**src/rtl/lvc_pkg.sv**
```systemverilog
// shared types, constants and the tanh table of the lateral velocity controller
package lvc_pkg;

  // word formats
  localparam int unsigned WORD_W     = 24;
  localparam int unsigned ARG_W      = WORD_W + 1;
  localparam int unsigned FRAC_BITS  = 16;
  localparam int unsigned GAIN_BITS  = 16;
  localparam int unsigned LIMIT_W    = 23;
  localparam int unsigned TANH_OUT_W = FRAC_BITS + 2;

  // tanh table geometry
  localparam int unsigned TANH_ENTRIES = 256;
  localparam int unsigned TANH_W       = FRAC_BITS + 1;
  localparam int unsigned TANH_IDX_W   = $clog2(TANH_ENTRIES);
  localparam int unsigned TAB_ADDR_W   = $clog2(TANH_ENTRIES + 1);
  localparam int unsigned SCALED_W     = FRAC_BITS + 2 + TANH_IDX_W;

  // configuration register indexes
  localparam int unsigned CFG_IDX_W = 3;
  localparam logic [CFG_IDX_W-1:0] REG_SETPOINT      = 3'd0;
  localparam logic [CFG_IDX_W-1:0] REG_GAIN_ERROR    = 3'd1;
  localparam logic [CFG_IDX_W-1:0] REG_GAIN_MOTION   = 3'd2;
  localparam logic [CFG_IDX_W-1:0] REG_GAIN_OBSERVER = 3'd3;
  localparam logic [CFG_IDX_W-1:0] REG_OUT_LIMIT     = 3'd4;

  // configuration reset values
  localparam logic signed [WORD_W-1:0] SETPOINT_RST      = 24'sd32768;
  localparam logic [GAIN_BITS-1:0]     GAIN_ERROR_RST    = 16'd5243;
  localparam logic [GAIN_BITS-1:0]     GAIN_MOTION_RST   = 16'd13107;
  localparam logic [GAIN_BITS-1:0]     GAIN_OBSERVER_RST = 16'd6554;
  localparam logic [LIMIT_W-1:0]       OUT_LIMIT_RST     = 23'd45875;

  // configuration register set
  typedef struct packed {
    logic signed [WORD_W-1:0] setpoint;
    logic [GAIN_BITS-1:0]     gain_error;
    logic [GAIN_BITS-1:0]     gain_motion;
    logic [GAIN_BITS-1:0]     gain_observer;
    logic [LIMIT_W-1:0]       out_limit;
  } cfg_regs_t;

  typedef logic [TANH_W-1:0] tanh_tab_t [0:TANH_ENTRIES];

  localparam logic [63:0] ONE_Q62 = 64'h4000_0000_0000_0000;

  // q62 fixed-point product, elaboration only
  function automatic logic [63:0] mul_q62(input logic [63:0] a, input logic [63:0] b);
    logic [127:0] p;
    p = {64'd0, a} * {64'd0, b};
    return p[125:62];
  endfunction

  // restoring long division, elaboration only
  function automatic logic [63:0] udiv64(input logic [63:0] n, input logic [63:0] d);
    logic [63:0] qt;
    logic [63:0] rm;
    qt = '0;
    rm = '0;
    for (int i = 63; i >= 0; i--) begin
      rm = {rm[62:0], n[i]};
      if (rm >= d) begin
        rm = rm - d;
        qt[i] = 1'b1;
      end
    end
    return qt;
  endfunction

  // tanh(4i/entries) scaled by 2^frac, via exp(-2x) from a taylor series
  function automatic tanh_tab_t build_tanh_tab();
    tanh_tab_t   tab;
    logic [63:0] t;
    logic [63:0] term;
    logic [63:0] r;
    logic [63:0] e;
    logic [63:0] num;
    logic [63:0] den;
    logic [63:0] q;
    t = ((ONE_Q62 / TANH_ENTRIES) << 3) + (((ONE_Q62 % TANH_ENTRIES) << 3) / TANH_ENTRIES);
    term = ONE_Q62;
    r = ONE_Q62;
    e = ONE_Q62;
    for (int k = 1; k <= 24; k++) begin
      term = udiv64(mul_q62(term, t), 64'(k));
      if (k % 2 == 1) r = r - term;
      else r = r + term;
    end
    for (int i = 0; i <= TANH_ENTRIES; i++) begin
      num = (ONE_Q62 - e) >> 30;
      den = (ONE_Q62 + e) >> 30;
      q = udiv64(num << (FRAC_BITS + 1), den);
      tab[i] = TANH_W'((q + 64'd1) >> 1);
      e = mul_q62(e, r);
    end
    return tab;
  endfunction

  localparam tanh_tab_t TANH_TAB = build_tanh_tab();

  // clip a sum one bit wider than a word to the signed word range
  function automatic logic signed [WORD_W-1:0] sat_word(input logic signed [ARG_W-1:0] v);
    logic signed [WORD_W-1:0] res;
    if (v[ARG_W-1] != v[ARG_W-2]) begin
      res = v[ARG_W-1] ? {1'b1, {(WORD_W-1){1'b0}}} : {1'b0, {(WORD_W-1){1'b1}}};
    end else begin
      res = v[WORD_W-1:0];
    end
    return res;
  endfunction

endpackage

```
**src/rtl/lvc_drive.sv**
```systemverilog
// drive command: gain products, rounding and symmetric clamp
module lvc_drive
  import lvc_pkg::*;
(
  input  cfg_regs_t                cfg,
  input  logic signed [WORD_W-1:0] position,
  input  logic signed [WORD_W-1:0] prev_position,
  input  logic signed [WORD_W-1:0] filtered_term,
  output logic signed [WORD_W-1:0] drive,
  output logic                     clamped
);

  localparam int unsigned PROD_W = ARG_W + GAIN_BITS + 1;
  localparam int unsigned ACC_W  = PROD_W + 2;
  localparam int unsigned RAW_W  = ACC_W - GAIN_BITS;

  logic signed [ARG_W-1:0]  err;
  logic signed [ARG_W-1:0]  motion;
  logic signed [ARG_W-1:0]  filt_ext;
  logic signed [PROD_W-1:0] p_err;
  logic signed [PROD_W-1:0] p_mot;
  logic signed [PROD_W-1:0] p_obs;
  logic signed [ACC_W-1:0]  acc;
  logic signed [ACC_W-1:0]  rounded;
  logic signed [RAW_W-1:0]  raw;
  logic signed [RAW_W-1:0]  lim;

  // error terms
  assign err      = ARG_W'(cfg.setpoint) - ARG_W'(position);
  assign motion   = ARG_W'(position) - ARG_W'(prev_position);
  assign filt_ext = ARG_W'(filtered_term);

  // gain products, gains are unsigned
  assign p_err = err * $signed({1'b0, cfg.gain_error});
  assign p_mot = motion * $signed({1'b0, cfg.gain_motion});
  assign p_obs = filt_ext * $signed({1'b0, cfg.gain_observer});

  // exact sum, round half up to word fraction
  assign acc     = ACC_W'(p_err) - ACC_W'(p_mot) - ACC_W'(p_obs);
  assign rounded = acc + ACC_W'(1 << (GAIN_BITS - 1));
  assign raw     = rounded[ACC_W-1:GAIN_BITS];

  // symmetric clamp
  assign lim = $signed({{(RAW_W-LIMIT_W){1'b0}}, cfg.out_limit});
  always_comb begin
    if (raw > lim) begin
      drive   = WORD_W'(lim);
      clamped = 1'b1;
    end else if (raw < -lim) begin
      drive   = WORD_W'(-lim);
      clamped = 1'b1;
    end else begin
      drive   = WORD_W'(raw);
      clamped = 1'b0;
    end
  end

endmodule

```
**config.mk**
```make
export PLATFORM = sky130hd
export DESIGN_NAME = lvc_drive
export DESIGN_NICKNAME = d
export VERILOG_FILES = /design/src/rtl/lvc_pkg.sv /design/src/rtl/lvc_drive.sv
export SDC_FILE = /design/constraint.sdc
export NUM_CORES = 2
export LEC_CHECK = 0
export ABC_AREA = 1
export BUFFER_PORTS_ARGS = -buffer_cell sky130_fd_sc_hd__clkbuf_2
export CAP_MARGIN = 20
export CORE_MARGIN = 10
export CORE_UTILIZATION = 45
export DETAILED_ROUTE_END_ITERATION = 8
export GPL_TIMING_DRIVEN = 1
export RECOVER_POWER = 100
export SETUP_SLACK_MARGIN = 0.02
export SYNTH_ARGS = -nofsm -noshare
export SYNTH_HDL_FRONTEND = slang
export SYNTH_SLANG_ARGS = --single-unit
export TNS_END_PERCENT = 20
```
**constraint.sdc**
```tcl
create_clock -name vclk -period 27.2
set_clock_uncertainty 0.1 [all_clocks]
set_input_delay 1.36 -clock vclk [all_inputs]
set_output_delay 1.36 -clock vclk [all_outputs]
set_load 0.01 [all_outputs]
```
### After elaboration in Yosys (flattened, before gate mapping)

Index checks and enable logic that the tools add are counted.

* bits in latches: 0
* memory bits (writable): 0
* input bits: 167
* register bits: 0
* memories kept: 0
* logic and storage cells: 15
* memory bits (read-only): 0

* bitwise gates (word level): 0
* add/subtract/negate cells: 6
* shifts and indexed selects: 0
* mux-type cells: 4
* multiply operators: 3
* equality and inequality tests: 0
* divide/modulo/power cells: 0
* reduce and logical (&&, ||, !) cells: 0
* $lt $le $gt $ge: 2

Operators by type and width (count)
* 25-bit by 17-bit multiplier with 42-bit output: 2
* 24-bit by 24-bit subtractor with 25-bit output: 2
* 24-bit 2-to-1 mux: 2
* 44-bit by 17-bit adder with 44-bit output (second input constant): 1
* 43-bit by 41-bit subtractor with 44-bit output: 1
* 42-bit by 42-bit subtractor with 43-bit output: 1
* 24-bit by 17-bit multiplier with 41-bit output: 1
* 28-bit by 24-bit greater-than comparator with 1-bit output: 1
* 28-bit less-than comparator: 1
* 23-bit negator with 28-bit output: 1
* 1-bit 2-to-1 mux: 2

### Depth between registers and ports, before layout

* depth after elaboration: 8
* mapped depth: 66
* gate-level depth less buffers: 65

### Worst setup path after synthesis

No wires, ideal clock.

* path type: input -> output
* from: input position[0]
* to: output drive[23]
* data arrival time: 11.094 ns
* path slack: 14.646 ns
* cell stages on the path: 53
* path buffers: 2
* path through: inv_1 > ha_1 > fa_1 > nand3b_1 > nand2_1 > nand2_1 > nand2_1 > nand2_1 > nand2_1 > nand3_1 > nand2_1 > a21oi_2 > o21ai_4 > nand2_1 > nand3_1 > nand2_2 > buf_4 > inv_1 > (+17 left out) > inv_1 > nor2_1 > nand2_1 > o211ai_1 > xor2_1 > inv_1 > ha_1 > nand2_1 > nor2_1 > nand3b_1 > nor4_1 > a21oi_1 > nor2_1 > nand3_1 > nand2_4 > buf_6 > nand2_1 > nor2_1

* cells in the longest elaborated chain, start to end: 8
* elaborated cells on any way between the ends: 11
* those cells by class: add/sub (5); mul (2); order compare (2); mux (2)

RTL lines
* start: declaration: line lvc_drive.sv:6 `input logic signed [WORD_W-1:0] position,`
* 24-bit by 24-bit subtractor with 25-bit output (on tied branches): line lvc_drive.sv:29, lvc_drive.sv:30
* 25-bit by 17-bit multiplier with 42-bit output (on tied branches): line lvc_drive.sv:34, lvc_drive.sv:35
* 42-bit by 42-bit subtractor with 43-bit output *: line lvc_drive.sv:39 `assign acc = ACC_W'(p_err) - ACC_W'(p_mot) - ACC_W'(p_obs);`
* 43-bit by 41-bit subtractor with 44-bit output *: line lvc_drive.sv:39
* 44-bit by 17-bit adder with 44-bit output *: line lvc_drive.sv:40 `assign rounded = acc + ACC_W'(1 << (GAIN_BITS - 1));`
* 28-bit less-than comparator: line lvc_drive.sv:49 `end else if (raw < -lim) begin`
* 24-bit 2-to-1 mux: line lvc_drive.sv:49
* 24-bit 2-to-1 mux *: line lvc_drive.sv:46 `if (raw > lim) begin`
* end: declaration: line lvc_drive.sv:9 `output logic signed [WORD_W-1:0] drive,`

Mark *: on every way between the ends. The rest lies on a longest branch, timed or not.

### Worst setup path after layout

* from: input position[0]
* to: output drive[8]

Same word-level chain as after synthesis.

==> metrics.csv <==
stage;metric;value;unit
run_status;outcome;completed;
sta;Final Hold Fails;0;
worst_setup_path;slowest stage delay, CP;0.84;ns
sta;Worst slew margin;27.8;%
yosys;Synth cell types;58;
drt;Detail Route Antenna Nets;0;
sta;TNS Setup;0;ns
floorplanning;die width;348;um
finish;share of layout cells above drive strength 1;5.30;%
sta;Worst-Margin Slew;1.08;ns
drt;initial drt markers;2552;
global_route;All-Layer GR Usage;25.0;%
global_route;initial antenna violation count;9;
finish;seq_cells;0;
yosys;post-synthesis sequential area ratio;0;%
yosys;cell taking the most area after synthesis;fa_1;
drt;residual DRC count;0;
sta;Final setup viols;0;
floorplanning;total I/O pin count;192;
sta;Tmin final;17.02;ns
floorplanning;core area;107000;um2
cts;hold buffers post-CTS;0;
cts;CTS resizes;0;
cts;Post-CTS Setup Bufs;0;
floorplanning;die area;121000;um2
job;number of max-cap violations;0;
worst_setup_path;CP Data Required Time;25.74;ns
yosys;cell with the most instances after synthesis;inv_1;
global_route;total grt overflow;0;
worst_setup_path;nature of the critical path endpoint;primary output;
floorplanning;standard-cell rows;120;
yosys;Ys Warns;0;
sta;WHS;2.92;ns
worst_setup_path;CP startpoint kind;primary input;
global_route;vias in the first global route;40200;
floorplanning;Die Y;348;um
finish;area occupied by multi-input gates;40600;um2
hold_path;HP Class;primary input to primary output;
worst_setup_path;Crit Path Category;primary input to primary output;
placed_design;Port Buf Inserts;192;
yosys;cells after synthesis;5934;
yosys;Post-Syn Area per Cell;8.17;um2
worst_setup_path;Worst Path Arrival;15.56;ns
finish;CLK BUF;0;
finish;FF+latch area;0;um2
drt;Vias/cell;5.01;
drt;wirelength, routed;148;mm
worst_setup_path;Crit-path slowest cell;fa_1;
yosys;list of most frequent post-synthesis cells;1877 x inv_1, 1315 x fa_1, 975 x nand2_1;
sta;fin crit share;62.6;%
finish;ANT cells;0;
drt;WL/cell;20.0;um
sta;Max Clk Rate;0.0588;GHz
worst_setup_path;worst-path fanout max;26;
placed_design;post-DP HPWL;136;mm
floorplanning;Initial Util;45.3;%
finish;Layout Nets;7809;
global_route;first-pass GRT wire length;236;mm
finish;P&R area growth vs syn;4.26;%
drt;DRT Pass-1 Iters;6;
worst_setup_path;CP most frequent cell;nand2_1;
drt;Vias;36900;
finish;Layout fillers;10700;
placed_design;RePlAce Congestion;0.952;
yosys;Synth area leaders;fa_1 54%, inv_1 15%, ha_1 9.4%;
sta;RSZ-0062 raised after global routing;no;
sta;Slew Viols, Final;0;
yosys;Mapped Nets;7779;
yosys;post-synth top area share;54.3;%
global_route;pin count of the biggest net entering global routing;27;
yosys;Mapped Area;48500;um2
[kinds of logic after synthesis]
family,after synthesis,share of synthesized area (%)
buf+inv,2088,16.4
simple gates,1864,15.9
fa+ha+maj,1678,63.6
compound gates,227,2.70
xor+xnor,77,1.44
[worst max-delay path, delay by kind of cell]
family / cells / cell delay [ns]
compound gates: 4 / 1.22
simple gates: 26 / 4.32
fa+ha+maj: 13 / 6.36
buf+inv: 12 / 1.93
xor+xnor: 1 / 0.31
[layout make-up]
cell class,instances,area share (%)
inverters,1899,14.1
multi-input cells,3846,80.2
well taps,1403,3.47
repair buffers,217,2.22
[cells in the final DEF, fill, tap and decap left out, types with 18 or more instances in the layout]
| cell type | n |
|---|---|
| xor2_1 | 46 |
| o21ai_0 | 43 |
| nand4_1 | 19 |
| clkbuf_1 | 20 |
| a21oi_1 | 121 |
| nand2_1 | 977 |
| buf_4 | 25 |
| inv_1 | 1878 |
| fa_1 | 1315 |
| nand3_1 | 198 |
| clkbuf_2 | 172 |
| ha_1 | 363 |
| xnor2_1 | 26 |
| nor2_1 | 540 |
| nor3_1 | 18 |
| or2_2 | 49 |
[path summary, 6_finish.rpt]
kind               startpoint  endpoint  cells past startpoint
setup / recovery  position[0]  drive[8]                     56
hold / removal         cfg[1]  drive[1]                      4
[metrics by stage]
step                utilization [%]  cells  setup slack [ns]  instance area (um2)
floorplan                         -   5934             14.65                48500
global route                   47.2   7365              9.38                50600
CTS                            47.3   7365             11.46                50600
global placement               47.3   7365             11.55                50600
detailed placement             47.3   7365             11.53                50600
finish                         47.2   7365             10.18                50600
[routing by layer]
layer	vias to the layer above	part of all wire, %	global-route usage [%]
li1	16700	-	-
met3	162	8.2	4.66
met5	-	0.062	0
met1	18700	43	34.9
met2	1263	46	40.3
met4	16	2.7	5.31
Power is left out: the tool's default activity adds up to more than one toggle a clock period on the data nets, which glitch-free logic cannot reach.
